**src/rtl/pgcs_pkg.sv**
```systemverilog
// pgcs_pkg: shared types and constants of the pps/gps clock sync supervisor
// holds request/response payloads, controller/datapath command and status structs
// no dependencies

package pgcs_pkg;

   localparam int CSR_INDEX_W = 2;
   localparam int CSR_DATA_W  = 32;

   localparam logic [CSR_INDEX_W-1:0] CSR_WINDOW_LENGTH  = 2'd0;
   localparam logic [CSR_INDEX_W-1:0] CSR_MAX_PPS_OFFSET = 2'd1;

   localparam logic [4:0]  WINDOW_LENGTH_RESET  = 5'd10;
   localparam logic [19:0] MAX_PPS_OFFSET_RESET = 20'd50;

   typedef enum logic [1:0] {
      PH_WAIT_PPS = 2'd0,
      PH_SETTLE   = 2'd1,
      PH_SET_TIME = 2'd2,
      PH_MONITOR  = 2'd3
   } phase_type;

   typedef enum logic [3:0] {
      RPT_NONE          = 4'd0,
      RPT_ACQUIRING     = 4'd1,
      RPT_ACQUIRED      = 4'd2,
      RPT_DISCIPLINING  = 4'd3,
      RPT_DISCIPLINED   = 4'd4,
      RPT_SYNCHRONIZING = 4'd5,
      RPT_ADJUSTING     = 4'd6,
      RPT_SYNCED        = 4'd7,
      RPT_MONITORING    = 4'd8
   } report_type;

   typedef enum logic [3:0] {
      ST_IDLE,
      ST_DECIDE,
      ST_LOAD_I,
      ST_GET_I,
      ST_SCAN,
      ST_DRAIN,
      ST_UPDATE,
      ST_VERDICT,
      ST_RESP
   } ctrl_state_type;

   typedef struct packed {
      logic               command;
      logic               fix_valid_time;
      logic               fix_valid_date;
      logic               fix_valid_pos;
      logic signed [31:0] gps_offset;
      logic               status_ok;
      logic               pps_present;
      logic signed [31:0] pps_offset;
   } req_type;

   typedef struct packed {
      logic [1:0]         sync_state;
      logic [3:0]         report;
      logic               reset_pps_measure;
      logic               reset_pps_limits;
      logic               adjust_valid;
      logic signed [31:0] adjust_seconds;
      logic               sync_done;
      logic [4:0]         samples_held;
   } rsp_type;

   typedef struct packed {
      logic       load_req;
      logic       push;
      logic       clear_win;
      logic       init_search;
      logic       get_i;
      logic       scan;
      logic       upd;
      logic       load_rsp;
      phase_type  phase;
      report_type report;
      logic       meas;
      logic       lim;
      logic       adj;
      logic       done;
   } ctrl_cmd_type;

   typedef struct packed {
      logic command;
      logic sample_ok;
      logic status_ok;
      logic pps_present;
      logic pps_below;
      logic win_full;
      logic win_empty;
      logic scan_last;
      logic outer_last;
      logic best_zero;
      logic rsp_free;
   } dp_status_type;

endpackage

```
**src/rtl/pgcs_dp.sv**
```systemverilog
// pgcs_dp: datapath with config registers, offset window memory, mode search
// and the response register
// depends on pgcs_pkg

module pgcs_dp #(
   parameter int MAX_SAMPLES = 16
) (
   input  logic                               clock,
   input  logic                               reset,
   input  pgcs_pkg::req_type                  req_data,
   input  logic                               csr_write,
   input  logic [pgcs_pkg::CSR_INDEX_W-1:0]   csr_index,
   input  logic [pgcs_pkg::CSR_DATA_W-1:0]    csr_data,
   input  logic                               rsp_stall,
   output logic                               rsp_valid,
   output pgcs_pkg::rsp_type                  rsp_data,
   input  pgcs_pkg::ctrl_cmd_type             cmd,
   output pgcs_pkg::dp_status_type            status
);
   import pgcs_pkg::*;

   localparam int IDX_W  = (MAX_SAMPLES > 1) ? $clog2(MAX_SAMPLES) : 1;
   localparam int FILL_W = $clog2(MAX_SAMPLES + 1);
   localparam int SUM_W  = FILL_W + 1;

   function automatic logic [IDX_W-1:0] wrap_pos(input logic [IDX_W-1:0] base,
                                                 input logic [FILL_W-1:0] off);
      logic [SUM_W-1:0] s;
      s = SUM_W'(base) + SUM_W'(off);
      if (s >= SUM_W'(MAX_SAMPLES)) begin
         s = s - SUM_W'(MAX_SAMPLES);
      end
      return s[IDX_W-1:0];
   endfunction

   req_type            req_ff;
   logic [4:0]         window_length_ff;
   logic [19:0]        max_pps_offset_ff;
   logic [FILL_W-1:0]  fill_ff, fill_in;
   logic [IDX_W-1:0]   head_ff, head_in;
   logic [FILL_W-1:0]  eff_len;

   logic signed [31:0] win_mem [MAX_SAMPLES];
   logic [IDX_W-1:0]   rd_addr;
   logic signed [31:0] rd_data_ff;

   logic [IDX_W-1:0]   push_head1, push_head2, push_slot;
   logic [FILL_W-1:0]  push_fill1, push_fill2;

   logic [IDX_W-1:0]   i_ff, j_ff;
   logic signed [31:0] cur_val_ff, best_ff;
   logic [FILL_W-1:0]  cnt_ff, best_cnt_ff;
   logic               cmp_vld_ff;

   logic               rsp_valid_ff;
   rsp_type            rsp_ff;

   logic signed [32:0] pps_ext, lim_ext;

   // configuration registers
   always_ff @(posedge clock) begin
      if (reset) begin
         window_length_ff  <= WINDOW_LENGTH_RESET;
         max_pps_offset_ff <= MAX_PPS_OFFSET_RESET;
      end else if (csr_write) begin
         case (csr_index)
            CSR_WINDOW_LENGTH:  window_length_ff  <= csr_data[4:0];
            CSR_MAX_PPS_OFFSET: max_pps_offset_ff <= csr_data[19:0];
            default: ;
         endcase
      end
   end

   always_ff @(posedge clock) begin
      if (cmd.load_req) begin
         req_ff <= req_data;
      end
   end

   always_comb begin
      if (32'(window_length_ff) > 32'(MAX_SAMPLES)) begin
         eff_len = FILL_W'(MAX_SAMPLES);
      end else begin
         eff_len = FILL_W'(window_length_ff);
      end
   end

   // push: drop oldest when full, write, then trim to the wanted length
   always_comb begin
      push_head1 = head_ff;
      push_fill1 = fill_ff;
      if (fill_ff >= FILL_W'(MAX_SAMPLES)) begin
         push_head1 = wrap_pos(head_ff, FILL_W'(1));
         push_fill1 = fill_ff - FILL_W'(1);
      end
      push_slot  = wrap_pos(push_head1, push_fill1);
      push_fill2 = push_fill1 + FILL_W'(1);
      push_head2 = push_head1;
      if (push_fill2 > eff_len) begin
         push_head2 = wrap_pos(push_head1, FILL_W'(1));
         push_fill2 = push_fill2 - FILL_W'(1);
      end
   end

   always_comb begin
      fill_in = fill_ff;
      head_in = head_ff;
      if (cmd.clear_win) begin
         fill_in = '0;
         head_in = '0;
      end else if (cmd.push) begin
         fill_in = push_fill2;
         head_in = push_head2;
      end
   end

   always_ff @(posedge clock) begin
      if (reset) begin
         fill_ff <= '0;
         head_ff <= '0;
      end else begin
         fill_ff <= fill_in;
         head_ff <= head_in;
      end
   end

   // window memory
   assign rd_addr = wrap_pos(head_ff, FILL_W'(cmd.scan ? j_ff : i_ff));

   always_ff @(posedge clock) begin
      if (cmd.push) begin
         win_mem[push_slot] <= req_ff.gps_offset;
      end
      rd_data_ff <= win_mem[rd_addr];
   end

   // mode search
   always_ff @(posedge clock) begin
      if (reset) begin
         cmp_vld_ff <= 1'b0;
      end else begin
         cmp_vld_ff <= cmd.scan;
      end
   end

   always_ff @(posedge clock) begin
      if (cmd.init_search) begin
         i_ff        <= '0;
         best_ff     <= '0;
         best_cnt_ff <= '0;
      end
      if (cmd.get_i) begin
         cur_val_ff <= rd_data_ff;
         j_ff       <= '0;
         cnt_ff     <= '0;
      end else if (cmp_vld_ff && (rd_data_ff == cur_val_ff)) begin
         cnt_ff <= cnt_ff + FILL_W'(1);
      end
      if (cmd.scan) begin
         j_ff <= IDX_W'(j_ff + IDX_W'(1));
      end
      if (cmd.upd) begin
         if ((cnt_ff > best_cnt_ff) || ((cnt_ff == best_cnt_ff) && (cur_val_ff < best_ff)))
         begin
            best_ff     <= cur_val_ff;
            best_cnt_ff <= cnt_ff;
         end
         i_ff <= IDX_W'(i_ff + IDX_W'(1));
      end
   end

   // response register
   always_ff @(posedge clock) begin
      if (reset) begin
         rsp_valid_ff <= 1'b0;
      end else if (cmd.load_rsp) begin
         rsp_valid_ff <= 1'b1;
      end else if (!rsp_stall) begin
         rsp_valid_ff <= 1'b0;
      end
   end

   always_ff @(posedge clock) begin
      if (cmd.load_rsp) begin
         rsp_ff.sync_state        <= cmd.phase;
         rsp_ff.report            <= cmd.report;
         rsp_ff.reset_pps_measure <= cmd.meas;
         rsp_ff.reset_pps_limits  <= cmd.lim;
         rsp_ff.adjust_valid      <= cmd.adj;
         rsp_ff.adjust_seconds    <= cmd.adj ? best_ff : 32'sd0;
         rsp_ff.sync_done         <= cmd.done;
         rsp_ff.samples_held      <= 5'(fill_ff);
      end
   end

   assign rsp_valid = rsp_valid_ff;
   assign rsp_data  = rsp_ff;

   // status
   assign pps_ext = 33'(req_ff.pps_offset);
   assign lim_ext = $signed({13'b0, max_pps_offset_ff});

   always_comb begin
      status.command     = req_ff.command;
      status.sample_ok   = req_ff.fix_valid_time & req_ff.fix_valid_date & req_ff.fix_valid_pos;
      status.status_ok   = req_ff.status_ok;
      status.pps_present = req_ff.pps_present;
      status.pps_below   = pps_ext < lim_ext;
      status.win_full    = fill_ff == eff_len;
      status.win_empty   = fill_ff == '0;
      status.scan_last   = (FILL_W'(j_ff) + FILL_W'(1)) == fill_ff;
      status.outer_last  = (FILL_W'(i_ff) + FILL_W'(1)) == fill_ff;
      status.best_zero   = best_ff == 32'sd0;
      status.rsp_free    = !rsp_valid_ff || !rsp_stall;
   end

`ifndef SYNTHESIS
   a_fill_bound: assert property (@(posedge clock) disable iff (reset)
      fill_ff <= FILL_W'(MAX_SAMPLES))
      else $error("window fill beyond capacity");

   a_no_push_clear: assert property (@(posedge clock) disable iff (reset)
      !(cmd.push && cmd.clear_win))
      else $error("push and clear in one cycle");

   a_load_free: assert property (@(posedge clock) disable iff (reset)
      cmd.load_rsp |-> (!rsp_valid_ff || !rsp_stall))
      else $error("response overwritten while stalled");

   a_adjust_empties: assert property (@(posedge clock) disable iff (reset)
      (cmd.load_rsp && cmd.adj) |=> (rsp_ff.samples_held == 5'd0))
      else $error("adjustment left samples in window");
`endif

endmodule

```
**src/rtl/pgcs_ctrl.sv**
```systemverilog
// pgcs_ctrl: controller state machine, supervision phase and report decisions
// drives pgcs_dp through the command struct
// depends on pgcs_pkg

module pgcs_ctrl (
   input  logic                           clock,
   input  logic                           reset,
   input  logic                           req_valid,
   output logic                           req_stall,
   input  pgcs_pkg::dp_status_type        status,
   output pgcs_pkg::ctrl_cmd_type         cmd
);
   import pgcs_pkg::*;

   ctrl_state_type state_ff, state_in;
   phase_type      phase_ff, phase_in;
   report_type     report_ff, report_in;
   logic           meas_ff, meas_in;
   logic           lim_ff, lim_in;
   logic           adj_ff, adj_in;
   logic           done_ff, done_in;

   always_ff @(posedge clock) begin
      if (reset) begin
         state_ff  <= ST_IDLE;
         phase_ff  <= PH_WAIT_PPS;
         report_ff <= RPT_NONE;
         meas_ff   <= 1'b0;
         lim_ff    <= 1'b0;
         adj_ff    <= 1'b0;
         done_ff   <= 1'b0;
      end else begin
         state_ff  <= state_in;
         phase_ff  <= phase_in;
         report_ff <= report_in;
         meas_ff   <= meas_in;
         lim_ff    <= lim_in;
         adj_ff    <= adj_in;
         done_ff   <= done_in;
      end
   end

   always_comb begin
      state_in  = state_ff;
      phase_in  = phase_ff;
      report_in = report_ff;
      meas_in   = meas_ff;
      lim_in    = lim_ff;
      adj_in    = adj_ff;
      done_in   = done_ff;
      req_stall = 1'b1;
      cmd        = '0;
      cmd.phase  = phase_ff;
      cmd.report = report_ff;
      cmd.meas   = meas_ff;
      cmd.lim    = lim_ff;
      cmd.adj    = adj_ff;
      cmd.done   = done_ff;

      case (state_ff)
         ST_IDLE: begin
            req_stall = 1'b0;
            if (req_valid) begin
               cmd.load_req = 1'b1;
               state_in     = ST_DECIDE;
            end
         end
         ST_DECIDE: begin
            report_in = RPT_NONE;
            meas_in   = 1'b0;
            lim_in    = 1'b0;
            adj_in    = 1'b0;
            done_in   = 1'b0;
            state_in  = ST_RESP;
            if (!status.command) begin
               cmd.push = status.sample_ok;
            end else if (status.status_ok) begin
               if (!status.pps_present) begin
                  report_in = RPT_ACQUIRING;
                  phase_in  = PH_WAIT_PPS;
               end else begin
                  case (phase_ff)
                     PH_WAIT_PPS: begin
                        report_in = RPT_ACQUIRED;
                        meas_in   = 1'b1;
                        lim_in    = 1'b1;
                        phase_in  = PH_SETTLE;
                     end
                     PH_SETTLE: begin
                        if (status.pps_below) begin
                           report_in     = RPT_DISCIPLINED;
                           cmd.clear_win = 1'b1;
                           phase_in      = PH_SET_TIME;
                        end else begin
                           report_in = RPT_DISCIPLINING;
                        end
                     end
                     PH_SET_TIME: begin
                        if (!status.win_full) begin
                           report_in = RPT_SYNCHRONIZING;
                        end else if (status.win_empty) begin
                           report_in = RPT_SYNCED;
                           done_in   = 1'b1;
                           lim_in    = 1'b1;
                           phase_in  = PH_MONITOR;
                        end else begin
                           cmd.init_search = 1'b1;
                           state_in        = ST_LOAD_I;
                        end
                     end
                     default: begin
                        report_in = RPT_MONITORING;
                     end
                  endcase
               end
            end
         end
         ST_LOAD_I: begin
            state_in = ST_GET_I;
         end
         ST_GET_I: begin
            cmd.get_i = 1'b1;
            state_in  = ST_SCAN;
         end
         ST_SCAN: begin
            cmd.scan = 1'b1;
            if (status.scan_last) begin
               state_in = ST_DRAIN;
            end
         end
         ST_DRAIN: begin
            state_in = ST_UPDATE;
         end
         ST_UPDATE: begin
            cmd.upd = 1'b1;
            if (status.outer_last) begin
               state_in = ST_VERDICT;
            end else begin
               state_in = ST_LOAD_I;
            end
         end
         ST_VERDICT: begin
            if (status.best_zero) begin
               report_in = RPT_SYNCED;
               done_in   = 1'b1;
               lim_in    = 1'b1;
               phase_in  = PH_MONITOR;
            end else begin
               report_in     = RPT_ADJUSTING;
               adj_in        = 1'b1;
               cmd.clear_win = 1'b1;
            end
            state_in = ST_RESP;
         end
         ST_RESP: begin
            if (status.rsp_free) begin
               cmd.load_rsp = 1'b1;
               state_in     = ST_IDLE;
            end
         end
         default: begin
            state_in = ST_IDLE;
         end
      endcase
   end

`ifndef SYNTHESIS
   a_search_in_set_time: assert property (@(posedge clock) disable iff (reset)
      (state_ff == ST_SCAN || state_ff == ST_UPDATE) |-> (phase_ff == PH_SET_TIME))
      else $error("mode search outside set-time phase");

   a_done_is_synced: assert property (@(posedge clock) disable iff (reset)
      done_ff |-> (report_ff == RPT_SYNCED && phase_ff == PH_MONITOR))
      else $error("sync done without synced report");

   a_monitor_entry: assert property (@(posedge clock) disable iff (reset)
      (phase_ff == PH_MONITOR && $past(phase_ff) != PH_MONITOR)
         |-> ($past(phase_ff) == PH_SET_TIME))
      else $error("monitor entered from wrong phase");
`endif

endmodule

```
**src/rtl/pps_gps_clock_sync_supervisor.sv**
```systemverilog
// pps_gps_clock_sync_supervisor: top level joining pgcs_ctrl and pgcs_dp, depends on pgcs_pkg
// flow: request registered on acceptance, decided in ST_DECIDE, loaded into the response
//   register from ST_RESP once free; a set-time tick with a full window also runs the
//   single-port mode search; throughput: one transaction at a time
// reset: synchronous; phase, window fill and head, config registers to defaults;
//   window contents are not cleared

module pps_gps_clock_sync_supervisor #(
   parameter int MAX_SAMPLES = 16
) (
   input  logic                               clock,
   input  logic                               reset,
   input  logic                               req_valid,
   output logic                               req_stall,
   input  pgcs_pkg::req_type                  req_data,
   output logic                               rsp_valid,
   input  logic                               rsp_stall,
   output pgcs_pkg::rsp_type                  rsp_data,
   input  logic                               csr_valid,
   output logic                               csr_ready,
   input  logic [pgcs_pkg::CSR_INDEX_W-1:0]   csr_index,
   input  logic [pgcs_pkg::CSR_DATA_W-1:0]    csr_data
);
   import pgcs_pkg::*;

   ctrl_cmd_type  cmd;
   dp_status_type status;
   logic          csr_write;

   assign csr_ready = 1'b1;
   assign csr_write = csr_valid & csr_ready;

   pgcs_ctrl u_ctrl (
      .clock     (clock),
      .reset     (reset),
      .req_valid (req_valid),
      .req_stall (req_stall),
      .status    (status),
      .cmd       (cmd)
   );

   pgcs_dp #(
      .MAX_SAMPLES (MAX_SAMPLES)
   ) u_dp (
      .clock     (clock),
      .reset     (reset),
      .req_data  (req_data),
      .csr_write (csr_write),
      .csr_index (csr_index),
      .csr_data  (csr_data),
      .rsp_stall (rsp_stall),
      .rsp_valid (rsp_valid),
      .rsp_data  (rsp_data),
      .cmd       (cmd),
      .status    (status)
   );

endmodule
```
**config.mk**
```make
export PLATFORM = sky130hd
export DESIGN_NAME = pps_gps_clock_sync_supervisor
export DESIGN_NICKNAME = d
export VERILOG_FILES = /design/src/rtl/pgcs_pkg.sv /design/src/rtl/pgcs_dp.sv /design/src/rtl/pgcs_ctrl.sv /design/src/rtl/pps_gps_clock_sync_supervisor.sv
export SDC_FILE = /design/constraint.sdc
export NUM_CORES = 1
export LEC_CHECK = 0
export BUFFER_PORTS_ARGS = -buffer_cell sky130_fd_sc_hd__buf_4
export CORE_MARGIN = 2
export CORE_UTILIZATION = 60
export CTS_CLUSTER_SIZE = 20
export DETAILED_ROUTE_END_ITERATION = 7
export MAX_ROUTING_LAYER = met4
export PLACE_DENSITY = 0.78
export SLEW_MARGIN = 25
export SYNTH_ARGS = -nofsm -noshare
export SYNTH_HDL_FRONTEND = slang
export SYNTH_SLANG_ARGS = --single-unit
```
**constraint.sdc**
```tcl
create_clock -name clock -period 4.8 [get_ports clock]
set_input_delay 0.96 -clock clock [delete_from_list [all_inputs] [get_ports clock]]
set_output_delay 0.96 -clock clock [all_outputs]
set_load 0.05 [all_outputs]
```
==> results.ini <==
[critical_path]
crit_top_cell = nand2_1
end_kind = register
crit_family = adder cells
cp-start-kind = register
path_cells = nor2b_1 -> nand2_1 -> nand2_1 -> nand2_1 -> ha_4 -> fa_4 -> buf_12 -> mux4_2 -> and2_1 -> a211oi_1 -> a31oi_1
reg2reg_slack_ns = 0.69
required_ns = 5.24
reg2reg_depth = 11
max_stage_delay_ns = 1.15
cp.arrival_ns = 4.56
endpoint = u_dp.rd_data_ff[16]$_DFF_P_
reg2reg_from = u_ctrl.state_ff[2]$_SDFFE_PP0P_
cp_max_fo = 30
worstSetupPathType = reg -> reg
r2r-end = u_dp.rd_data_ff[16]$_DFF_P_
slowest_stage = fa_4
crit_cells = 11
path_buf_inv = 1
startpoint = u_ctrl.state_ff[2]$_SDFFE_PP0P_

[floorplan]
start_util = 0.608
die_h_um = 235
ios = 159
num_rows = 84
fp.dieW_um = 235
die_area_mm2 = 0.0552
coreArea_mm2 = 0.0527

[sta]
period_needed_ns = 4.11
fmax_mhz = 243
setup_tns_ns = 0
setup_viol = 0
layout_setup_ws_ns = 0.689
hold_viol_final = 0
rsz0062_at_grt = false
tightest_slew_ns = 0.947
fin_skew_ns = 0.0237
slew_headroom = 0.369
final_max_slew_viol_count = 0
finalCritPeriodShare = 0.857

[clock_network]
cts_resized = 0
tritoncts = done
path_clk_slew_ns = 0.06
cts.sinks = 793
cts_root_buf = clkbuf_16
post_cts_buffers = 0
clock_path_buffers = 3
cts_buffers = 78
ctsHoldBuffers = 0
clock_latency_ns = 0.63
h-tree-depth = 3

[finish]
syn2layout_area_growth_pct = 14.7
multi_input_area_mm2 = 0.00881
seqCellArea_mm2 = 0.0226
final_cell_area_mm2 = 0.0367
layout-drive-gt1-share = 0.211
nNetsFinal = 2336
fillerInstances = 3306
diodes = 0

[yosys]
synth.distinct_cells = 76
synthesis.instances = 1966
yosysSeqAreaShare = 0.705
synth-simple-area-share = 0.0688
synth_xor_area_frac = 0.0196
synth_top_family_by_area = multiplexers
synth_flop_cell = edfxtp_1
syn_area_mm2 = 0.0320
synth_compound_area_frac = 0.0436
avgSynthCellArea_um2 = 16.3
ys_ff_latch = 793
ys_async_sr_fraction = 0
synth_fa_ha_area_frac = 0.0317
ys_warn_count = 0
muxShareOfSynthArea = 0.105
synth-edff-count = 669
synth_nets = 2155

[global_route]
grt_antenna_before_repair = 1
track_usage = 0.258
grt_pass1_wl_um = 104000
grt_max_degree = 65
grt_overflow = 0
grt_pass1_vias = 17828

[status]
status = complete, no violations

[routing]
wirelength_um = 68900
drtAntennaViolNets = 0
wl_per_cell_um = 23.8
drcViolationCount = 0
viasPerCell = 6.08
drt_iter0_drc = 1730
vias = 17621
drt_first_pass_iters = 5

[pwr]
ir_drop_mv = 0.387
power.density_mw_per_mm2 = 390
power_w = 0.0143
leakage_nw = 12.9

[worst_hold_path]
hold_path_class = reg -> reg
min_from = u_ctrl.report_ff[1]$_SDFFE_PP0P_

[placement]
port_buffers = 145
pre_cts_ws_ns = 0.784
place.gp.congestion = 0.871
hpwl_um = 39300
dpl_cell_area_mm2 = 0.0341

[flow_run]
maxCapViolations = 0

==> cell families after synthesis <==
family	Yosys count
other	1
buffers and inverters	192
flip-flops	793
multiplexers	176
AND/OR/NAND/NOR	441
adder cells (fa/ha/maj)	80
AO/OA/AOI/OAI	213
XOR/XNOR	70
==> flip-flops by register name (all words and copies together) (netlist names), 2 cells and up <==
| register | flops |
|---|---|
| u_dp.fill_ff | 5 |
| u_dp.best_ff | 32 |
| u_dp.window_length_ff | 5 |
| u_ctrl.state_ff | 4 |
| u_dp.best_cnt_ff | 5 |
| u_dp.cur_val_ff | 32 |
| u_ctrl.report_ff | 4 |
| u_dp.win_mem | 512 |
| u_dp.req_ff | 35 |
| u_dp.max_pps_offset_ff | 20 |
| u_dp.head_ff | 4 |
| u_dp.rd_data_ff | 32 |
| u_dp.cnt_ff | 5 |
| u_dp.j_ff | 4 |
| u_dp.status | 3 |
| u_ctrl.phase_ff | 2 |
| u_dp.i_ff | 4 |
| u_dp.rsp_data | 47 |
| u_dp.pps_ext | 32 |
==> layout make-up <==
cell class	count	share of cell area
inverter	107	0.0109
sequential	793	0.615
tap	688	0.0235
timing repair buffer	186	0.0417
multi-input combinational	981	0.240
clock buffer	108	0.0576
clock inverter	37	0.0112
==> per-stage QoR <==
step	std cells	hold slack, ns	util
6_report	2900	0.434	0.697
5_1_grt	2900	0.450	0.697
4_1_cts	2899	0.433	0.696
3_5_place_dp	2754	0.425	0.648
3_3_place_gp	2754	0.418	0.648
2_1_floorplan	1966	0.403	-
==> synth_stat cells, types with 20 or more instances <==
| cell | number | share of area |
|---|---|---|
| buf_2 | 26 | 0.0041 |
| and2_1 | 70 | 0.014 |
| o21ai_0 | 20 | 0.0031 |
| xor2_1 | 50 | 0.014 |
| a31oi_1 | 41 | 0.0080 |
| mux4_2 | 128 | 0.090 |
| nor2_1 | 61 | 0.0072 |
| nand2_1 | 189 | 0.022 |
| nor4_1 | 20 | 0.0039 |
| ha_1 | 78 | 0.030 |
| a21oi_1 | 62 | 0.0097 |
| mux2i_1 | 47 | 0.015 |
| edfxtp_1 | 669 | 0.63 |
| a211oi_1 | 35 | 0.0082 |
| clkbuf_1 | 42 | 0.0049 |
| inv_1 | 107 | 0.013 |
| nand3_1 | 21 | 0.0033 |
| dfxtp_1 | 124 | 0.078 |
==> how the worst min path moves through the flow <==
stage / end / slack (ns) / depth (start not counted)
4_1_cts: u_dp.rsp_data[43]$_DFFE_PP_ / 0.43 / 0
2_1_floorplan: u_dp.rsp_data[0]$_DFFE_PP_ / 0.40 / 0
6_report: u_dp.rsp_data[42]$_DFFE_PP_ / 0.43 / 0
3_5_place_dp: u_dp.rsp_data[5]$_DFFE_PP_ / 0.42 / 0
5_1_grt: u_dp.rsp_data[44]$_DFFE_PP_ / 0.45 / 0
3_3_place_gp: u_dp.rsp_data[42]$_DFFE_PP_ / 0.42 / 0
==> per-layer routing <==
metal | vias up | global-route usage | wire length [um]
li1 | 7848 | - | -
met1 | 8838 | 0.317 | 26700
met2 | 777 | 0.433 | 35100
met3 | 158 | 0.0485 | 5040
met4 | 0 | 0.0846 | 2040
met5 | - | - | 0
==> cells in the final DEF, fill, tap and decap left out, types with 4 or more instances in the layout <==
| cell | n |
|---|---|
| nor2b_1 | 10 |
| clkbuf_1 | 25 |
| buf_12 | 9 |
| clkinv_8 | 4 |
| o21ai_0 | 20 |
| inv_1 | 107 |
| nand2_1 | 189 |
| a21o_1 | 9 |
| a211o_1 | 8 |
| buf_4 | 176 |
| nand4_1 | 17 |
| nand2b_1 | 7 |
| o21a_1 | 4 |
| nand3_1 | 21 |
| dfxtp_1 | 124 |
| clkbuf_8 | 5 |
| o21bai_1 | 4 |
| xnor2_1 | 17 |
| a211oi_1 | 35 |
| mux4_2 | 128 |
| clkbuf_16 | 78 |
| mux2i_1 | 47 |
| xor2_1 | 49 |
| bufinv_16 | 6 |
| ha_1 | 77 |
| clkinv_1 | 8 |
| and2_1 | 70 |
| a21oi_1 | 61 |
| nand3b_1 | 6 |
| a31oi_1 | 41 |
| nor2_4 | 16 |
| edfxtp_1 | 669 |
| clkinv_2 | 13 |
| nor4_1 | 20 |
| nor3_1 | 11 |
| nor2_1 | 45 |
==> where the power goes <==
group          leakage (nW)  switching, W  internal (W)
sequential             7.08      0.000171       0.00764
clock                  1.23       0.00254       0.00344
combinational          4.63      0.000330      0.000196
Note: power is estimated with default switching activity, not from simulation.
